[src/rtl/core/wsmf_pkg.sv]
package wsmf_pkg;

  // field and storage widths
  localparam int CELL_W   = 16;
  localparam int SUM_W    = 18;
  localparam int WEIGHT_W = 8;
  localparam int DAY_W    = 3;
  localparam int SLOT_W   = 5;
  localparam int CNT_W    = 8;

  // saturation limits
  localparam logic [CELL_W-1:0] CELL_MAX = 16'hFFFF;
  localparam logic [SUM_W-1:0]  SUM_MAX  = 18'h3FFFF;
  localparam logic [CNT_W-1:0]  CNT_MAX  = 8'hFF;

  // operation selector carried on s_tuser
  typedef enum logic [1:0] {
    MODE_ADD   = 2'd0,
    MODE_FIND  = 2'd1,
    MODE_FETCH = 2'd2,
    MODE_CLEAR = 2'd3
  } mode_t;

  // control sequencer states
  typedef enum logic [2:0] {
    ST_INIT,
    ST_IDLE,
    ST_ADD,
    ST_FIND,
    ST_DRAIN,
    ST_FETCH,
    ST_CLEAR,
    ST_OUT
  } state_t;

endpackage

[src/rtl/core/wsmf_grid.sv]
module wsmf_grid
  import wsmf_pkg::*;
#(
  parameter int AW = 8
) (
  input  logic              clk,
  input  logic              rd_en,
  input  logic [AW-1:0]     rd_addr,
  output logic [CELL_W-1:0] rd_data,
  input  logic              wr_en,
  input  logic [AW-1:0]     wr_addr,
  input  logic [CELL_W-1:0] wr_data
);

  // slot totals, row per day, registered read
  logic [CELL_W-1:0] mem [2**AW];

  always_ff @(posedge clk) begin
    if (wr_en) begin
      mem[wr_addr] <= wr_data;
    end
    if (rd_en) begin
      rd_data <= mem[rd_addr];
    end
  end

endmodule

[config.mk]
export PLATFORM = sky130hd
export DESIGN_NAME = wsmf_grid
export DESIGN_NICKNAME = d
export VERILOG_FILES = /design/src/rtl/core/wsmf_pkg.sv /design/src/rtl/core/wsmf_grid.sv
export SDC_FILE = /design/constraint.sdc
export NUM_CORES = 2
export LEC_CHECK = 0
export BUFFER_PORTS_ARGS = -buffer_cell sky130_fd_sc_hd__buf_2
export CORE_AREA = 2 2 598 600
export CTS_CLUSTER_DIAMETER = 50
export DETAILED_ROUTE_END_ITERATION = 12
export DIE_AREA = 0 0 600 602
export PLACE_DENSITY = 0.72
export SYNTH_ARGS = -nofsm -noshare
export SYNTH_HDL_FRONTEND = slang
export SYNTH_SLANG_ARGS = --single-unit
[constraint.sdc]
create_clock -name clk -period 4.1 [get_ports clk]
set_clock_uncertainty 0.2 [all_clocks]
set_input_delay 0.82 -clock clk [delete_from_list [all_inputs] [get_ports clk]]
set_output_delay 0.82 -clock clk [all_outputs]
set_load 0.03 [all_outputs]
==> metrics.txt <==
status=finished clean; Gate power share=around 5.2%; Post-Synth Adder-Cell Area=0%; DRC viols=0; fin crit period=between 3 and 4 ns; power per cell area=480 nW/um^2; total core area=between 300000 and 400000 sq um; WS Path Type=in2reg; Sw Share=between 20% and 30%; TritonCTS clock tree=done; Synth Area in Compound Gates=approximately 3.5%; starting density of the core=between 40% and 50%; Setup-failing EPs final=0; NumNets Final=approximately 8100; Synth warnings=0; number of hold buffers added after cts=0; Resized cells post-CTS=0; CTS max path bufs=4; Die Span Y=around 600 um; ys async rst share=0%; vias in the first global route=between 80000 and 90000; WL final=between 400000 and 500000 um; CP most frequent cell=buf_12; main combinational cell family by area after synthesis=multiplexers; simple-gate area share of the yosys netlist=under 10%; Yosys reg bits=about 4000; max-capacitance violation count=0; static leakage=approximately 58 nW; row cnt=about 220; global route overflow=0; CP required=between 4 and 5 ns; Post-Syn Area=between 150000 and 200000 sq um; Cell Chain, Critical Path=buf_12 -> buf_12 -> buf_12 -> buf_4 -> mux4_2 -> o22ai_1 -> o21ai_0 -> nand4_1 -> nor4_1; Crit path arrival time=around 4.4 ns; H-tree Lvls=5; Sw Pwr=between 0.015 and 0.02 W; peak supply drop=about 0.38 mV; Rel. slew slack=under 10%; mux cell area share after synthesis=between 15 and 20%; Slew Limit Fails=0; gr usage total=between 20% and 30%; antenna-violating nets left=0; Final Hold Fails=0; drt initial violations=roughly 12000; pre-CTS WS=-0.574 ns; post-layout util=slightly above 50%; initial antenna violation count=24; Final Worst Setup Slack=roughly 0.28 ns; crit start category=primary input; sequential fraction of the synthesis area=~78%; top post-synthesis cells by count=4112 x edfxtp_1, 797 x mux4_2, 565 x mux2i_1; filler cell count=around 27000; crit share post-route=93.2%; RSZ-0062 raised after global routing=no; total CTS buffers=between 400 and 500; Post-Synthesis Cells=approximately 7400; syn_area_per_cell=about 22 sq um; Die W=approximately 600 um; Syn Nets=between 7000 and 8000; routed len/inst=~31 um; vias per cell=6.13; Worst Tran Pin Value=~1.5 ns; worst min path class=in2reg; number of synthesized flops with an enable pin=between 4000 and 5000; Clock Latency Late Sink=approximately 0.94 ns; Max Clk Rate=around 260 MHz; Root Driver=clkbuf_16; total power=~0.088 W; Critical Path Max Stage Delay=between 1 and 1.5 ns; Netlist cell types=slightly above 50; Sequential Power Share=between 50% and 60%; Clock Power Share=about two fifths; most frequently used cell type in the post-synthesis netlist=edfxtp_1; Via Count=approximately 81000; Synth Area in XOR/XNOR=0%; GP Congestion=about 0.9; hpwl dp=251000 um; Critical Path End Type=register; share of Yosys cell area claimed by the top area cell type=77.7%; top_reg_cell synth=edfxtp_1; area of the die=361000 sq um; Yosys top cell by area=edfxtp_1; Slowest-stage cell, CP=o21ai_0; DR pass1 iterations=9; clk sinks=4112; Port Buffers=50; first-pass GRT wire length=roughly 600000 um; largest net degree at the start of global routing=about 130; fin area=183000 sq um; Post-CTS Setup Repair Bufs=0; Area Growth Syn to Fin=14.9%; CP Max Fanout=35; ranking of synthesized cells by area=edfxtp_1 78%, mux4_2 11%, mux2i_1 3.6%, o221ai_1 1.4%, nor2_1 0.72%; num ports=a little over 50; share of layout cells above drive strength 1=27.3%; dpl cell area=between 150000 and 200000 sq um; internal power=a little under 0.07 W; Clock transition at path regs=around 0.060 ns
[final cells by class]
cell class | instances | area [sq um] | area share [%]
diodes | 19 | 47.5 | 0.0260
clock buffers | 473 | 10400 | 5.70
clock inverters | 251 | 2590 | 1.42
inverters | 4 | 27.5 | 0.0151
multi-input cells | 2792 | 32800 | 18.0
flip-flops and latches | 4112 | 123000 | 67.6
well taps | 4751 | 5940 | 3.26
repair buffers | 767 | 7180 | 3.94
[cells by family after synthesis]
kind of cell           after synthesis
muxes                             1450
buffers and inverters              456
and+or+nand+nor                    556
DFF                               4112
AOI/OAI and AO/OA                  786
[power by group through the flow]
stage          clock network [W]  registers [W]  logic, W
5_1_grt                   0.0385         0.0464   0.00476
2_1_floorplan                  0         0.0473   0.00229
3_3_place_gp                   0         0.0473   0.00443
3_5_place_dp                   0         0.0473   0.00453
6_report                  0.0365         0.0464   0.00459
4_1_cts                   0.0369         0.0464   0.00455
[final timing paths]
| check | slack, ns | endpoint | cells after the start | from |
|---|---|---|---|---|
| setup / recovery | 0.28 | rd_data[13] | 9 | rd_addr[0] |
| hold / removal | 0.16 | mem[54][7] | 1 | wr_data[7] |
| hold reg to reg | 0.98 | rd_data[5] | 6 | mem[217][5] |
| setup reg to reg | 0.62 | rd_data[8] | 6 | mem[24][8] |
[layout by cell type, fill, tap and decap left out, types with 18 or more instances in the layout]
cell        instances
nor2_2             26
o22ai_1           148
nand3_1            30
diode_2            19
a221oi_1           28
edfxtp_1         4112
buf_12            109
nor2_1            278
clkinv_1           70
a22oi_1            43
o21ai_0            36
clkinv_2           74
a211oi_1           18
a21oi_1           175
clkbuf_1           67
nor3_1             90
mux2i_1           565
mux2_2             88
o221ai_1          252
mux4_2            797
buf_2              30
buf_4             609
clkbuf_16         406
bufinv_16          42
nand4_1            26
o32ai_1            19
a22o_1             32
nand2_1            38
clkinvlp_4         22
[state kept, by name (all words and copies together) (netlist names)]
signal / flops
mem: 4096
rd_data: 16
[critical path, delay by kind of cell]
| family | cells | cell delay [ns] |
|---|---|---|
| AO/OA/AOI/OAI | 2 | 1.20 |
| buffers and inverters | 4 | 1.16 |
| AND/OR/NAND/NOR | 2 | 0.69 |
| multiplexers | 1 | 0.31 |
[through the flow]
step / setup TNS, ns / hold slack (ns) / cells
finish: 0 / 0.158 / 13200
global route: 0 / 0.144 / 13200
CTS: 0 / 0.116 / 13200
detailed placement: -3.33 / 0.958 / 12400
global placement: -3.71 / 0.933 / 12400
floorplan: 0 / 0.719 / 7360
[layer usage]
layer / GRT usage [%] / vias to the layer above / part of all wire (%)
met3: 4.61 / 820 / 11
li1: - / 32700 / -
met5: 0 / - / 0.0041
met4: 9.36 / 4 / 4.8
met2: 36.3 / 4941 / 48
met1: 29.8 / 42200 / 36
Power figures use the tool's default switching activity.
