<file path="config.mk">
export PLATFORM = sky130hd
export DESIGN_NAME = wsmf_acc
export DESIGN_NICKNAME = d
export VERILOG_FILES = /design/src/rtl/core/wsmf_pkg.sv /design/src/rtl/core/wsmf_acc.sv
export SDC_FILE = /design/constraint.sdc
export NUM_CORES = 1
export LEC_CHECK = 0
export BUFFER_PORTS_ARGS = -buffer_cell sky130_fd_sc_hd__buf_2
export CORE_UTILIZATION = 55
export CTS_BUF_LIST = sky130_fd_sc_hd__clkbuf_2
export DETAILED_ROUTE_END_ITERATION = 16
export PLACE_DENSITY = 0.84
export SLEW_MARGIN = 0
export SYNTH_ARGS = -nofsm -noshare
export SYNTH_HDL_FRONTEND = slang
export SYNTH_SLANG_ARGS = --single-unit
</file>
<file path="constraint.sdc">
create_clock -name clk -period 2.93 [get_ports clk]
set_input_delay 0.293 -clock clk [delete_from_list [all_inputs] [get_ports clk]]
set_output_delay 0.293 -clock clk [all_outputs]
set_load 0.005 [all_outputs]
</file>
<file path="src/rtl/core/wsmf_pkg.sv">
package wsmf_pkg;

  // field and storage widths
  localparam int CELL_W   = 16;
  localparam int SUM_W    = 18;
  localparam int WEIGHT_W = 8;
  localparam int DAY_W    = 3;
  localparam int SLOT_W   = 5;
  localparam int CNT_W    = 8;

  // saturation limits
  localparam logic [CELL_W-1:0] CELL_MAX = 16'hFFFF;
  localparam logic [SUM_W-1:0]  SUM_MAX  = 18'h3FFFF;
  localparam logic [CNT_W-1:0]  CNT_MAX  = 8'hFF;

  // operation selector carried on s_tuser
  typedef enum logic [1:0] {
    MODE_ADD   = 2'd0,
    MODE_FIND  = 2'd1,
    MODE_FETCH = 2'd2,
    MODE_CLEAR = 2'd3
  } mode_t;

  // control sequencer states
  typedef enum logic [2:0] {
    ST_INIT,
    ST_IDLE,
    ST_ADD,
    ST_FIND,
    ST_DRAIN,
    ST_FETCH,
    ST_CLEAR,
    ST_OUT
  } state_t;

endpackage

</file>
<file path="src/rtl/core/wsmf_acc.sv">
module wsmf_acc
  import wsmf_pkg::*;
#(
  parameter int WINDOW = 4
) (
  input  logic              clk,
  input  logic              rst,
  input  logic              in_valid,
  input  logic              first,
  input  logic              drop,
  input  logic              emit,
  input  logic [CELL_W-1:0] cell_in,
  output logic              out_valid,
  output logic [SUM_W-1:0]  out_sum
);

  // running sum is wide enough for a full window without wrap
  localparam int RW = CELL_W + 2 + $clog2(WINDOW);

  logic [CELL_W-1:0] line [WINDOW];
  logic [RW-1:0]     run;
  logic [RW-1:0]     run_base;
  logic [RW-1:0]     drop_val;

  assign run_base = first ? '0 : run;
  assign drop_val = drop ? RW'(line[WINDOW-1]) : '0;

  // delay line of the last cells and sliding sum
  always_ff @(posedge clk) begin
    if (in_valid) begin
      line[0] <= cell_in;
      for (int i = 1; i < WINDOW; i++) begin
        line[i] <= line[i-1];
      end
      run <= run_base + RW'(cell_in) - drop_val;
    end
  end

  always_ff @(posedge clk) begin
    if (rst) begin
      out_valid <= 1'b0;
    end else begin
      out_valid <= in_valid & emit;
    end
  end

  // saturate the full sum once, same as saturating term by term
  assign out_sum = (run > RW'(SUM_MAX)) ? SUM_MAX : run[SUM_W-1:0];

endmodule

</file>
==> results of run 1 <==
==> what timing repair did <==
action	CTS	global route
hold endpoints to repair	18	0
resized for setup	0	12
setup endpoints to repair	0	7
hold buffers	18	0
setup buffers	0	0
==> placed cells by master (no fill, tap or decap), drive strengths merged, types with 2 or more instances in the layout <==
cell type / count
a211oi: 7
a21o: 6
a21oi: 9
a31oi: 5
and2: 17
buf: 50
clkbuf: 9
clkinv: 2
dlygate4sd3: 18
edfxtp: 84
fa: 16
ha: 20
inv: 53
nand2: 9
nand2b: 21
nand4: 4
nor2: 16
o211ai: 2
o21ai: 10
o21bai: 2
or3: 18
xnor2: 9
xor2: 9
==> layout make-up <==
cell class | count | area share, %
sequential | 85 | 50.0
timing repair buffer | 68 | 9.00
multi-input combinational | 191 | 32.5
tap | 102 | 2.51
clock buffer | 9 | 0.885
inverter | 49 | 3.61
clock inverter | 7 | 1.55
==> power by group <==
group          internal, W  switching, W
Clock             0.000211      0.000434
Combinational     0.000861       0.00105
Sequential         0.00164      0.000118
Total              0.00271       0.00160
==> per-stage QoR <==
step	instances	total power, W	util (%)	hold slack, ps	setup slack, ps
floorplan	336	0.00300	-	365	147
global placement	477	0.00343	61.3	402	16.2
detailed placement	477	0.00353	61.3	405	-116
CTS	511	0.00420	65.3	317	23.0
global route	511	0.00458	66.2	336	3.24
finish	511	0.00431	66.2	368	93.0
==> worst min-delay path, stage by stage <==
cell	delay, ps
buf_2	220
nor2_1	160
xor2_1	80
==> flip-flops by register name, indices dropped and copies added, names as in the netlist <==
register,count
line,64
run,20
out_valid,1
==> final timing paths <==
| check | to | slack, ps | start | cells past startpoint |
|---|---|---|---|---|
| hold / removal | run[19] | 370 | first | 3 |
| setup / recovery | run[16] | 90 | line[3][11] | 10 |
| hold reg to reg | line[2][0] | 420 | line[1][0] | 0 |
| setup reg to reg | run[16] | 90 | line[3][11] | 10 |
==> layer usage <==
| metal | vias to the layer above | global-route usage (%) |
|---|---|---|
| li1 | 1297 | - |
| met5 | - | 0 |
| met4 | 0 | 6.08 |
| met2 | 67 | 35.1 |
| met3 | 11 | 4.69 |
| met1 | 1303 | 29.4 |
==> cell families after synthesis <==
logic type,count (synthesis),synth area share [%]
XOR/XNOR,18,3.61
AND/OR/NAND/NOR,90,12.0
AO/OA/AOI/OAI,47,7.53
buffers and inverters,60,5.61
adder cells (fa/ha/maj),36,13.1
flip-flops,85,58.2
==> impl_metrics.tcl, run 1 <==
set metrics [dict create \
    hold_viol 0 \
    tns_ps 0 \
    worstSetupEndpointType "register" \
    async_flop_share_pct 0 \
    path_clk_slew_ps 250 \
    die_x_um 91.1 \
    wl_met1_um 3790 \
    synth_commonest_cells "edfxtp_1, inv_1, nand2b_1" \
    fin_crit_sh_pct 96.8 \
    multi_input_area_mm2 0.00165 \
    drive_gt1_share_pct 20.0 \
    synth_top_cell_by_area "edfxtp_1" \
    p_leak_nw 2.07 \
    drv_cap 0 \
    grt_max_degree 86 \
    h-tree-depth 3 \
    placed_area_mm2 0.00471 \
    status "finished, final reports clean" \
    routed_wl_um 8300 \
    root_buffer "clkbuf_2" \
    syn_area_per_cell_um2 13.0 \
    grt_pass1_wl_um 13400 \
    cts.sink_count 85 \
    cts_buffer_depth 2 \
    cts_tree "yes" \
    yosysMostFrequentCell "edfxtp_1" \
    chipHeight_um 91.1 \
    synth-edff-count 84 \
    crit_buf_inv 1 \
    crit_arrival_ps 3170 \
    cp_max_fo 5 \
    antenna_found_initial 0 \
    core_region_area_mm2 0.00769 \
    crit_family "adder cells" \
    synthesis.nets 394 \
    dr_wl_met2_um 4130 \
    hpwl_um 5490 \
    cts_buffers 9 \
    rows 32 \
    gp_congestion 0.898 \
    grt_pass1_vias 2762 \
    ant_nets 0 \
    nFillCells 580 \
    required_ps 3260 \
    rsz0062_at_grt "no" \
    area_delta_synth_final_pct 16.5 \
    power_density_mw_per_mm2 847 \
    slew_headroom_pct 31.1 \
    drt_iter0_markers 168 \
    fin_skew_ps 39.1 \
    synth_ff_type "edfxtp_1" \
    worstMarginPinSlew_ps 1030 \
    synth_cell_type_count 41 \
    io_buffers 40 \
    topRoutingLayerUsed "met4" \
    finalNetCount 462 \
    die_area_mm2 0.00830 \
    critPathKind "register to register" \
    final_cell_area_mm2 0.00509 \
    synth_top_area_share_pct 57.7 \
    drc 0 \
    fmax_mhz 352 \
    num_antenna_cells 0 \
    yosysWarnings 0 \
    viasPerCell 5.24 \
    dr.pass1.iters 4 \
    irDropWorstVdd_mv 0.508 \
    vias 2678 \
    path_cells "and2_1, fa_1, inv_1, ha_4, a211oi_2, nor2_1, a311o_1, nor3_4, o21ai_1, xor2_1" \
    clkLatencyLatePin_ps 550 \
    post_drt_wl_per_cell_um 16.2 \
    start_util_pct 56.8 \
    syn_inst 336 \
    route.met3.wl_um 304 \
    period_minus_slack_ps 2840 \
    synth-seq-area-share_pct 58.2 \
    seq_area_mm2 0.00254 \
    slowest_stage "fa_1" \
    cpPeakStageDelay_ps 500 \
    slew_viol_final 0 \
    syn_area_mm2 0.00437 \
    netlist_top_cells_area "edfxtp_1, fa_1, ha_1, inv_1, nand2b_1" \
    setup_viol 0 \
    ioPinCount 41 \
    grtUsageTotal_pct 21.5 \
    setup.worst_path.start_class "register" \
    hold_class "input port to register" \
    synth_seq_cells 85 \
    gr-total-overflow 0 \
]
(Power assumes the default switching activity.)
==> inputs of run 2 (changes only) <==
==> constraint.sdc (replaced) <==
create_clock -name clk -period 2.93 [get_ports clk]
set_input_delay 0 -clock clk [delete_from_list [all_inputs] [get_ports clk]]
set_output_delay 0 -clock clk [all_outputs]
set_load 0.005 [all_outputs]
==> impl_metrics.tcl, run 2 (synthesized netlist as in run 1, its figures left out) <==
set metrics [dict create \
    status "finished, final reports clean" \
    fin_skew_ps 19.8 \
    critPathKind "register to register" \
    rsz0062_at_grt "yes" \
    top_register "line" \
    holdPathStages 3 \
    seq_area_mm2 0.00254 \
    grtUsageTotal_pct 20.2 \
    drt_iter0_markers 121 \
    ant_nets 0 \
    viasPerCell 5.23 \
    pre_cts_ws_ps 13.1 \
    start_util_pct 56.8 \
    top_usage_layer "met2" \
    slew_headroom_pct 30.1 \
    reg_top3 "line (64), run (20), out_valid (1)" \
    multi_input_area_mm2 0.00165 \
    chipHeight_um 91.1 \
    grt_max_degree 86 \
    root_buffer "clkbuf_2" \
    reg2reg_depth 10 \
    gr-total-overflow 0 \
    hold_viol 0 \
    required_ps 3240 \
    p_leak_nw 2.03 \
    io_buffers 40 \
    min_from "first" \
    routed_wl_um 7830 \
    cts_buffer_depth 2 \
    nFillCells 571 \
    layout_common_cells "edfxtp_1, inv_1, buf_2, nand2b_1" \
    placed_area_mm2 0.00465 \
    cp_max_fo 7 \
    clkLatencyLatePin_ps 550 \
    post_drt_wl_per_cell_um 15.5 \
    die_area_mm2 0.00830 \
    power_density_mw_per_mm2 827 \
    power_w 0.00416 \
    met2_usage_pct 31.6 \
    min_to "run[19]" \
    slowest_stage "fa_1" \
    rows 32 \
    final_util_pct 65.5 \
    fmax_mhz 356 \
    crit_arrival_ps 3120 \
    slew_viol_final 0 \
    grt_pass1_wl_um 12900 \
    die_x_um 91.1 \
    grt_use_met3_pct 2.51 \
    vias 2645 \
    cpPeakStageDelay_ps 490 \
    setup.worst_path.start_class "register" \
    cts_buffers 9 \
    path_clk_slew_ps 210 \
    fin_crit_sh_pct 96.0 \
    worstSetupEndpointType "register" \
    use_met1_pct 28.8 \
    area_delta_synth_final_pct 15.2 \
    largest_reg_flops 64 \
    path_cells "and2_1, fa_1, inv_1, ha_2, and3_4, nand4_4, a211oi_2, nor3_4, o31ai_2, xor2_1" \
    ioPinCount 41 \
    reg2reg_slack_ps 120 \
    antenna_found_initial 0 \
    worstMarginPinSlew_ps 1050 \
    setup_slack_ps 118 \
    setup_viol 0 \
    drv_cap 0 \
    dr.pass1.iters 5 \
    num_antenna_cells 0 \
    drive_gt1_share_pct 19.3 \
    core_region_area_mm2 0.00769 \
    hpwl_um 4960 \
    hold_class "input port to register" \
    period_minus_slack_ps 2810 \
    cts_tree "yes" \
    cts.sink_count 85 \
    drc 0 \
    irDropWorstVdd_mv 0.359 \
    final_cell_area_mm2 0.00503 \
    reg2reg_to "run[18]" \
    gp_congestion 0.924 \
    final_common_cell "edfxtp_1" \
    h-tree-depth 3 \
    worstReg2RegStart "line[3][12]" \
    grt_pass1_vias 2740 \
    finalNetCount 457 \
]
run 2: per-layer routing:
metal / vias up / wire (um)
met5: - / 0
met1: 1285 / 3660
met2: 61 / 3790
li1: 1289 / -
met4: 0 / 109
met3: 10 / 265
run 2: metrics by stage:
| step | hold WS, ps | setup TNS, ps | std cells |
|---|---|---|---|
| final | 59.5 | 0 | 506 |
| after global routing | 104 | -16.0 | 506 |
| after floorplan | 71.5 | 0 | 336 |
| after detailed placement | 167 | 0 | 469 |
| after global placement | 155 | 0 | 469 |
| after CTS | 65.2 | 0 | 504 |
run 2: report_power, final:
group / total [W] / switching, W / internal (W)
sequential: 0.00176 / 0.000119 / 0.00164
combinational: 0.00181 / 0.00101 / 0.000805
clock: 0.000588 / 0.000398 / 0.000190
total: 0.00416 / 0.00153 / 0.00264
run 2: worst max path at each step:
| stage | start | to | slack (ps) | cells past startpoint |
|---|---|---|---|---|
| after floorplan | line[3][11] | run[16] | 240 | 10 |
| after CTS | line[3][12] | run[18] | 20 | 10 |
| after detailed placement | line[3][11] | run[18] | 10 | 10 |
| final | line[3][12] | run[18] | 120 | 10 |
| after global placement | line[3][11] | run[16] | 160 | 10 |
| after global routing | line[3][1] | run[15] | -8 | 10 |
run 2: critical path, delay by kind of cell (launching register included):
| kind | cells | cell delay (ps) |
|---|---|---|
| flops | 1 | 400 |
| fa+ha+maj | 2 | 890 |
| compound gates | 2 | 500 |
| xor+xnor | 1 | 110 |
| buf+inv | 1 | 50 |
| simple gates | 4 | 630 |
run 2: cell type report:
| type | instances | area share, % |
|---|---|---|
| Tap cell | 102 | 2.53 |
| Clock inverter | 7 | 1.32 |
| Timing Repair Buffer | 63 | 8.35 |
| Sequential cell | 85 | 50.5 |
| Clock buffer | 9 | 0.895 |
| Inverter | 49 | 3.65 |
| Multi-Input combinational cell | 191 | 32.8 |
run 2: timing repair:
item,in CTS,in global routing
buffers inserted,1,2
endpoints found under the hold margin,18,0
pin swaps,1,4
resized for setup,2,12
cloned,0,0
hold buffers,18,0
setup endpoints to repair,1,7
